**config.mk**
```make
export PLATFORM = sky130hd
export DESIGN_NAME = line_rasterizer_core
export DESIGN_NICKNAME = d
export VERILOG_FILES = /design/src/rtl/lr_pkg.sv /design/src/rtl/lr_step_unit.sv /design/src/rtl/line_rasterizer_core.sv
export VERILOG_INCLUDE_DIRS = /design/src /design/src/rtl
export SDC_FILE = /design/constraint.sdc
export NUM_CORES = 1
export LEC_CHECK = 0
export BUFFER_PORTS_ARGS = -buffer_cell sky130_fd_sc_hd__buf_2
export CORE_ASPECT_RATIO = 0.9
export CORE_UTILIZATION = 58
export CTS_CLUSTER_SIZE = 16
export DETAILED_ROUTE_END_ITERATION = 6
export HOLD_SLACK_MARGIN = 0.12
export PLACE_DENSITY = 0.8
export RECOVER_POWER = 100
export REMOVE_ABC_BUFFERS = 1
export SLEW_MARGIN = 10
export SYNTH_ARGS = -nofsm -noshare
export SYNTH_HDL_FRONTEND = slang
export SYNTH_HIERARCHICAL = 1
export SYNTH_SLANG_ARGS = --single-unit
```
**constraint.sdc**
```tcl
create_clock -name i_clk -period 6.4 [get_ports i_clk]
set_input_delay 0.32 -clock i_clk [delete_from_list [all_inputs] [get_ports i_clk]]
set_output_delay 0.32 -clock i_clk [all_outputs]
set_load 0.05 [all_outputs]
```
**src/rtl/line_rasterizer_core_defines.svh**
```systemverilog
// Assertion macros for the line rasteriser core.
// Depends on nothing; files that use the macros must have i_clk and i_rst_n in scope.
`ifndef LINE_RASTERIZER_CORE_DEFINES_SVH
`define LINE_RASTERIZER_CORE_DEFINES_SVH
`ifndef SYNTHESIS
`define LRC_ASSERT(lbl, prop, msg) \
    lbl: assert property (@(posedge i_clk) disable iff (!i_rst_n) prop) else $error(msg);
`define LRC_ASSERT_RST(lbl, prop, msg) \
    lbl: assert property (@(posedge i_clk) prop) else $error(msg);
`else
`define LRC_ASSERT(lbl, prop, msg)
`define LRC_ASSERT_RST(lbl, prop, msg)
`endif
`endif

```
**src/rtl/lr_pkg.sv**
```systemverilog
// Package for the line rasteriser: coordinate widths, word types and sequencer states.
// Depends on nothing.
`default_nettype none
package lr_pkg;

    localparam int COORD_BITS = 6;
    localparam int COLOR_BITS = 24;
    localparam int ERR_BITS   = COORD_BITS + 3;

    typedef struct packed {
        logic [COORD_BITS-1:0] x_start;
        logic [COORD_BITS-1:0] y_start;
        logic [COORD_BITS-1:0] x_end;
        logic [COORD_BITS-1:0] y_end;
        logic [COLOR_BITS-1:0] line_color;
    } t_line_cmd;

    typedef struct packed {
        logic [COORD_BITS-1:0] pixel_x;
        logic [COORD_BITS-1:0] pixel_y;
        logic [COLOR_BITS-1:0] pixel_color;
        logic                  last_pixel;
    } t_pixel;

    typedef struct packed {
        logic signed [ERR_BITS-1:0] err;
        logic                       step;
    } t_step_res;

    typedef enum logic [1:0] {
        S_IDLE,
        S_SETUP,
        S_RUN
    } t_state;

endpackage
`default_nettype wire

```
**src/rtl/lr_step_unit.sv**
```systemverilog
// Error-term unit: adds twice the minor extent, tests against the major extent
// and folds the error back when the minor axis steps. Depends on lr_pkg.
`default_nettype none
module lr_step_unit (
    input  wire logic signed [lr_pkg::ERR_BITS-1:0]   i_err,
    input  wire logic        [lr_pkg::COORD_BITS-1:0] i_minor,
    input  wire logic        [lr_pkg::COORD_BITS-1:0] i_major,
    input  wire logic                                 i_xmaj,
    output lr_pkg::t_step_res                         o_res
);
    import lr_pkg::*;

    logic signed [ERR_BITS-1:0] minor2;
    logic signed [ERR_BITS-1:0] major1;
    logic signed [ERR_BITS-1:0] major2;
    logic signed [ERR_BITS-1:0] sum;
    logic                       step;

    assign minor2 = $signed({2'b00, i_minor, 1'b0});
    assign major1 = $signed({3'b000, i_major});
    assign major2 = $signed({2'b00, i_major, 1'b0});
    assign sum    = i_err + minor2;
    assign step   = i_xmaj ? (sum > major1) : (sum >= major1);

    always_comb begin
        o_res.step = step;
        o_res.err  = step ? (sum - major2) : sum;
    end

endmodule
`default_nettype wire

```
**src/rtl/line_rasterizer_core.sv**
```systemverilog
// Line rasteriser core: a Bresenham sequencer around one shared error-term unit.
// Depends on lr_pkg, lr_step_unit and line_rasterizer_core_defines.svh.
//
// A command word is taken when start is high and busy is low. A line of n pixels
// (n = max(|dx|,|dy|) + 1, at most 64) keeps busy high after the accepting edge
// while the block first sorts the endpoints, then gives one pixel per cycle, set by the
// single error-term unit that advances the walk once a cycle. Each pixel word appears
// for one cycle with o_pixel_strobe high, in the cycle after it is produced; the last
// carries last_pixel. The receiver cannot stall the block, so it must take every
// pixel word in the cycle it is shown. A new command may be issued in the cycle that
// shows the last pixel.
`default_nettype none
`include "line_rasterizer_core_defines.svh"
module line_rasterizer_core (
    input  wire logic          i_clk,
    input  wire logic          i_rst_n,
    input  wire logic          start,
    input  wire lr_pkg::t_line_cmd i_cmd,
    output logic               busy,
    output lr_pkg::t_pixel     o_pixel,
    output logic               o_pixel_strobe
);
    import lr_pkg::*;

    t_state                      r_state, n_state;
    t_line_cmd                   r_cmd, n_cmd;
    logic [COORD_BITS-1:0]       r_p, n_p;
    logic [COORD_BITS-1:0]       r_q, n_q;
    logic [COORD_BITS-1:0]       r_len, n_len;
    logic [COORD_BITS-1:0]       r_min, n_min;
    logic [COORD_BITS-1:0]       r_cnt, n_cnt;
    logic signed [ERR_BITS-1:0]  r_err, n_err;
    logic                        r_xmaj, n_xmaj;
    logic                        r_maj_up, n_maj_up;
    logic                        r_min_up, n_min_up;
    t_pixel                      r_out, n_out;
    logic                        r_strobe, n_strobe;

    logic [COORD_BITS-1:0] s_adx, s_ady, s_p, s_q, s_len, s_min;
    logic                  s_xmaj, s_maj_up, s_min_up;
    t_step_res             step_res;

    always_comb begin
        logic [COORD_BITS-1:0] x0, y0, x1, y1, qf;
        x0 = r_cmd.x_start;
        y0 = r_cmd.y_start;
        x1 = r_cmd.x_end;
        y1 = r_cmd.y_end;
        s_adx = (x1 >= x0) ? (x1 - x0) : (x0 - x1);
        s_ady = (y1 >= y0) ? (y1 - y0) : (y0 - y1);
        s_xmaj = (s_adx != '0) && (s_ady <= s_adx);
        if (s_adx == '0) begin
            s_p      = y0;
            s_q      = x0;
            qf       = x0;
            s_maj_up = (y1 >= y0);
            s_len    = s_ady;
            s_min    = '0;
        end else if (s_xmaj) begin
            s_p      = (x0 < x1) ? x0 : x1;
            s_q      = (x0 < x1) ? y0 : y1;
            qf       = (x0 < x1) ? y1 : y0;
            s_maj_up = 1'b1;
            s_len    = s_adx;
            s_min    = s_ady;
        end else begin
            s_p      = (y0 < y1) ? y0 : y1;
            s_q      = (y0 < y1) ? x0 : x1;
            qf       = (y0 < y1) ? x1 : x0;
            s_maj_up = 1'b1;
            s_len    = s_ady;
            s_min    = s_adx;
        end
        s_min_up = (qf >= s_q);
    end

    lr_step_unit u_step (
        .i_err   (r_err),
        .i_minor (r_min),
        .i_major (r_len),
        .i_xmaj  (r_xmaj),
        .o_res   (step_res)
    );

    always_ff @(posedge i_clk) begin
        if (!i_rst_n) begin
            r_state  <= S_IDLE;
            r_strobe <= 1'b0;
        end else begin
            r_state  <= n_state;
            r_strobe <= n_strobe;
        end
    end

    always_ff @(posedge i_clk) begin
        r_cmd    <= n_cmd;
        r_p      <= n_p;
        r_q      <= n_q;
        r_len    <= n_len;
        r_min    <= n_min;
        r_cnt    <= n_cnt;
        r_err    <= n_err;
        r_xmaj   <= n_xmaj;
        r_maj_up <= n_maj_up;
        r_min_up <= n_min_up;
        r_out    <= n_out;
    end

    always_comb begin
        n_state  = r_state;
        n_cmd    = r_cmd;
        n_p      = r_p;
        n_q      = r_q;
        n_len    = r_len;
        n_min    = r_min;
        n_cnt    = r_cnt;
        n_err    = r_err;
        n_xmaj   = r_xmaj;
        n_maj_up = r_maj_up;
        n_min_up = r_min_up;
        n_out    = r_out;
        n_strobe = 1'b0;
        unique case (r_state)
            S_IDLE: begin
                if (start) begin
                    n_cmd   = i_cmd;
                    n_state = S_SETUP;
                end
            end
            S_SETUP: begin
                n_p      = s_p;
                n_q      = s_q;
                n_len    = s_len;
                n_min    = s_min;
                n_cnt    = s_len;
                n_err    = '0;
                n_xmaj   = s_xmaj;
                n_maj_up = s_maj_up;
                n_min_up = s_min_up;
                n_state  = S_RUN;
            end
            S_RUN: begin
                n_strobe          = 1'b1;
                n_out.pixel_x     = r_xmaj ? r_p : r_q;
                n_out.pixel_y     = r_xmaj ? r_q : r_p;
                n_out.pixel_color = r_cmd.line_color;
                n_out.last_pixel  = (r_cnt == '0);
                n_p   = r_maj_up ? (r_p + 1'b1) : (r_p - 1'b1);
                if (step_res.step) begin
                    n_q = r_min_up ? (r_q + 1'b1) : (r_q - 1'b1);
                end
                n_err = step_res.err;
                n_cnt = r_cnt - 1'b1;
                if (r_cnt == '0) begin
                    n_state = S_IDLE;
                end
            end
            default: begin
                n_state = S_IDLE;
            end
        endcase
    end

    assign busy           = (r_state != S_IDLE);
    assign o_pixel        = r_out;
    assign o_pixel_strobe = r_strobe;

    `LRC_ASSERT(a_accept_busy, start && !busy |=> busy, "Accepted command did not raise busy.")
    `LRC_ASSERT(a_mid_line_busy, o_pixel_strobe && !o_pixel.last_pixel |-> busy,
                "Pixel before the last shown while idle.")
    `LRC_ASSERT(a_last_gap, o_pixel_strobe && o_pixel.last_pixel |=> !o_pixel_strobe,
                "Pixel word followed the last pixel of a line.")
    `LRC_ASSERT(a_err_bound,
                r_state == S_RUN |-> r_err <= $signed({{(ERR_BITS-COORD_BITS){1'b0}}, r_len}),
                "Error term exceeded the major extent.")
    `LRC_ASSERT_RST(a_reset_quiet, !i_rst_n |=> !o_pixel_strobe && !busy,
                    "Block active after reset.")

endmodule
`default_nettype wire

```
==> metrics.yaml <==
outcome: "finished, violations left"
violations: "capacitance limit, slew limit"
syn_inst: 671
synthTopCellsByArea: "edfxtp_1, ha_1, nand2_1"
r2r_start: "r_cmd[24]"
die_h_um: 111.6
drt_wl_total_um: 19230
avgRoutedWirePerCell_um: 19.42
rsz0062_at_grt: "no"
synth_seq_cells: 130
grtUsageTotal: 0.2969
nets: 940
synthTopCellsByCount: "edfxtp_1, ha_1, nand2_1"
area_delta_synth_final_pct: 20.90
dpl_worst_slack_ns: 0.7446
clk_latency_ns: 0.42
fp-row-count: 39
maxSlewViolCount: 119
clock_path_buffers: 2
setup_slack_ns: 0.6235
crit_path_start_kind: "flop"
yosysWarnings: 6
ant_nets: 0
io_pins: 90
cpLargestDelayFamily: "compound AO/OA/AOI/OAI gates"
period_needed_ns: 5.776
skew_ns: 0.01191
place_congestion: 0.9646
synth-edff-count: 127
hp-class: "primary input to flop"
synth_top_cell_area_share: 0.4926
reg2reg_slack_ns: 0.62
postCtsSetupBuffers: 0
grt_max_degree: 70
antenna_cells: 0
worstSetupStartpoint: "r_cmd[24]"
dp_hpwl_um: 13170
drt_iter0_drc: 462
netlist_area_um2: 7742
maxCapViolations: 2
vias_per_cell: 5.931
cts_tree: "yes"
crit_arrival_ns: 5.94
crit_type: "flop to flop"
start_util: 0.6033
drc: 0
grt_overflow: 0
hold_viol_final: 0
htreeDepth: 4
critical_path_cell_count: 27
cts-root-buf: "clkbuf_16"
path_common_cell: "ha_1"
synthArstFlopShare: 0
io_buffer_count: 89
synth_most_common_cell: "edfxtp_1"
worst_r2r_endpoint: "r_min_up"
antenna_found_initial: 0
post-route-period-util: 0.9026
die_w_um: 123.8
relSlewSlack: -1.176
ys_seq_area_frac: 0.5003
critPathMaxFanout: 25
cp_slowest_cell: "edfxtp_1"
vias: 5872
synth_top_area_cell: "edfxtp_1"
clkSinkCount: 130
setup-violations-final: 0
clk_pin_slew_ns: 0.07
crit_path_end: "r_min_up"
worst_pin_slew_ns: 3.263
synth-main-ff-cell: "edfxtp_1"
cpPeakStageDelay_ns: 0.45
ctsResizeCount: 0
coreArea_um2: 12830
reg2reg_depth: 27
layout-drive-gt1-share: 0.1501
cts_buffers: 17
grt_first_pass_wirelength_um: 30420
required_ns: 6.57
die-area_um2: 13820
cts_hold_buf: 48
avgSynthCellArea_um2: 11.54
cp-end-kind: "flop"
cp_num_buf_inv: 4
drtPass1Iterations: 5
ys_types: 70
grt_pass1_vias: 5972
clock.fmax_ghz: 0.1731
==> cells in the final DEF (no fill, tap or decap), types with 5 or more instances in the layout <==
cell	n
nor2b_1	9
fa_1	8
dlygate4sd3_1	48
o21ai_0	23
a21oi_1	32
xor2_1	8
a31oi_1	12
inv_1	55
nor3_1	15
nand2_1	62
edfxtp_1	127
buf_4	7
o21a_1	5
a21o_1	15
inv_6	7
and2_1	6
o22ai_1	15
xnor2_1	18
nand2b_1	7
clkbuf_1	44
a211oi_1	5
nor2_1	36
mux2i_1	13
mux2_2	19
o31a_1	5
buf_2	46
and2_0	8
ha_1	68
clkbuf_16	17
==> cell type report <==
| class | count | area, µm² |
|---|---|---|
| Clock buffer | 17 | 425.4 |
| Sequential cell | 130 | 3874 |
| Multi-Input combinational cell | 462 | 3553 |
| Fill cell | 885 | 3473 |
| Inverter | 57 | 214.0 |
| Timing Repair Buffer | 145 | 928.4 |
| Clock inverter | 15 | 160.2 |
| Tap cell | 164 | 205.2 |
==> through the flow <==
step	instance area (µm²)	instances	TNS, ns	hold WS [ns]	utilization
after CTS	9434	990	0	0.1361	0.7351
after detailed placement	8368	910	0	0.4045	0.6520
after global placement	8364	910	0	0.4004	0.6518
after floorplan	7636	649	-0.3831	0.4003	-
after global routing	9360	990	0	0.1408	0.7294
final	9360	990	0	0.1568	0.7294
==> per-layer routing <==
layer,track usage,vias to the layer above,wire length [µm]
met4,0.1317,0,644
met2,0.5189,224,10050
met5,0,-,0
met1,0.3499,2850,7642
li1,-,2747,-
met3,0.05738,51,884
==> cells by family after synthesis <==
logic type / share of synthesized area
AO/OA/AOI/OAI: 0.1430
XOR/XNOR: 0.03458
adder cells (fa/ha/maj): 0.1306
buffers and inverters: 0.04137
flip-flops: 0.5003
multiplexers: 0.04590
AND/OR/NAND/NOR: 0.1042
==> worst min path at each step <==
stage	startpoint	end	slack [ns]	depth (start not counted)
6_report	i_rst_n	o_pixel_strobe	0.16	2
5_1_grt	i_rst_n	o_pixel_strobe	0.14	2
4_1_cts	i_rst_n	o_pixel_strobe	0.14	2
3_5_place_dp	r_cmd[18]	o_pixel[19]	0.40	0
3_3_place_gp	r_cmd[8]	o_pixel[9]	0.40	0
2_1_floorplan	r_cmd[9]	o_pixel[10]	0.40	0
==> flip-flops by register name, summed over array words and instances, names as in the netlist <==
register and count:
r_cmd 48, o_pixel 37, r_err 9, r_cnt 6
r_len 6, r_min 6, r_p 6, r_q 6
r_state 2, o_pixel_strobe 1, r_maj_up 1, r_min_up 1
r_xmaj 1
Power is not shown: default switching activity piles up to over one toggle a cycle in this logic, so the estimate is an artifact.
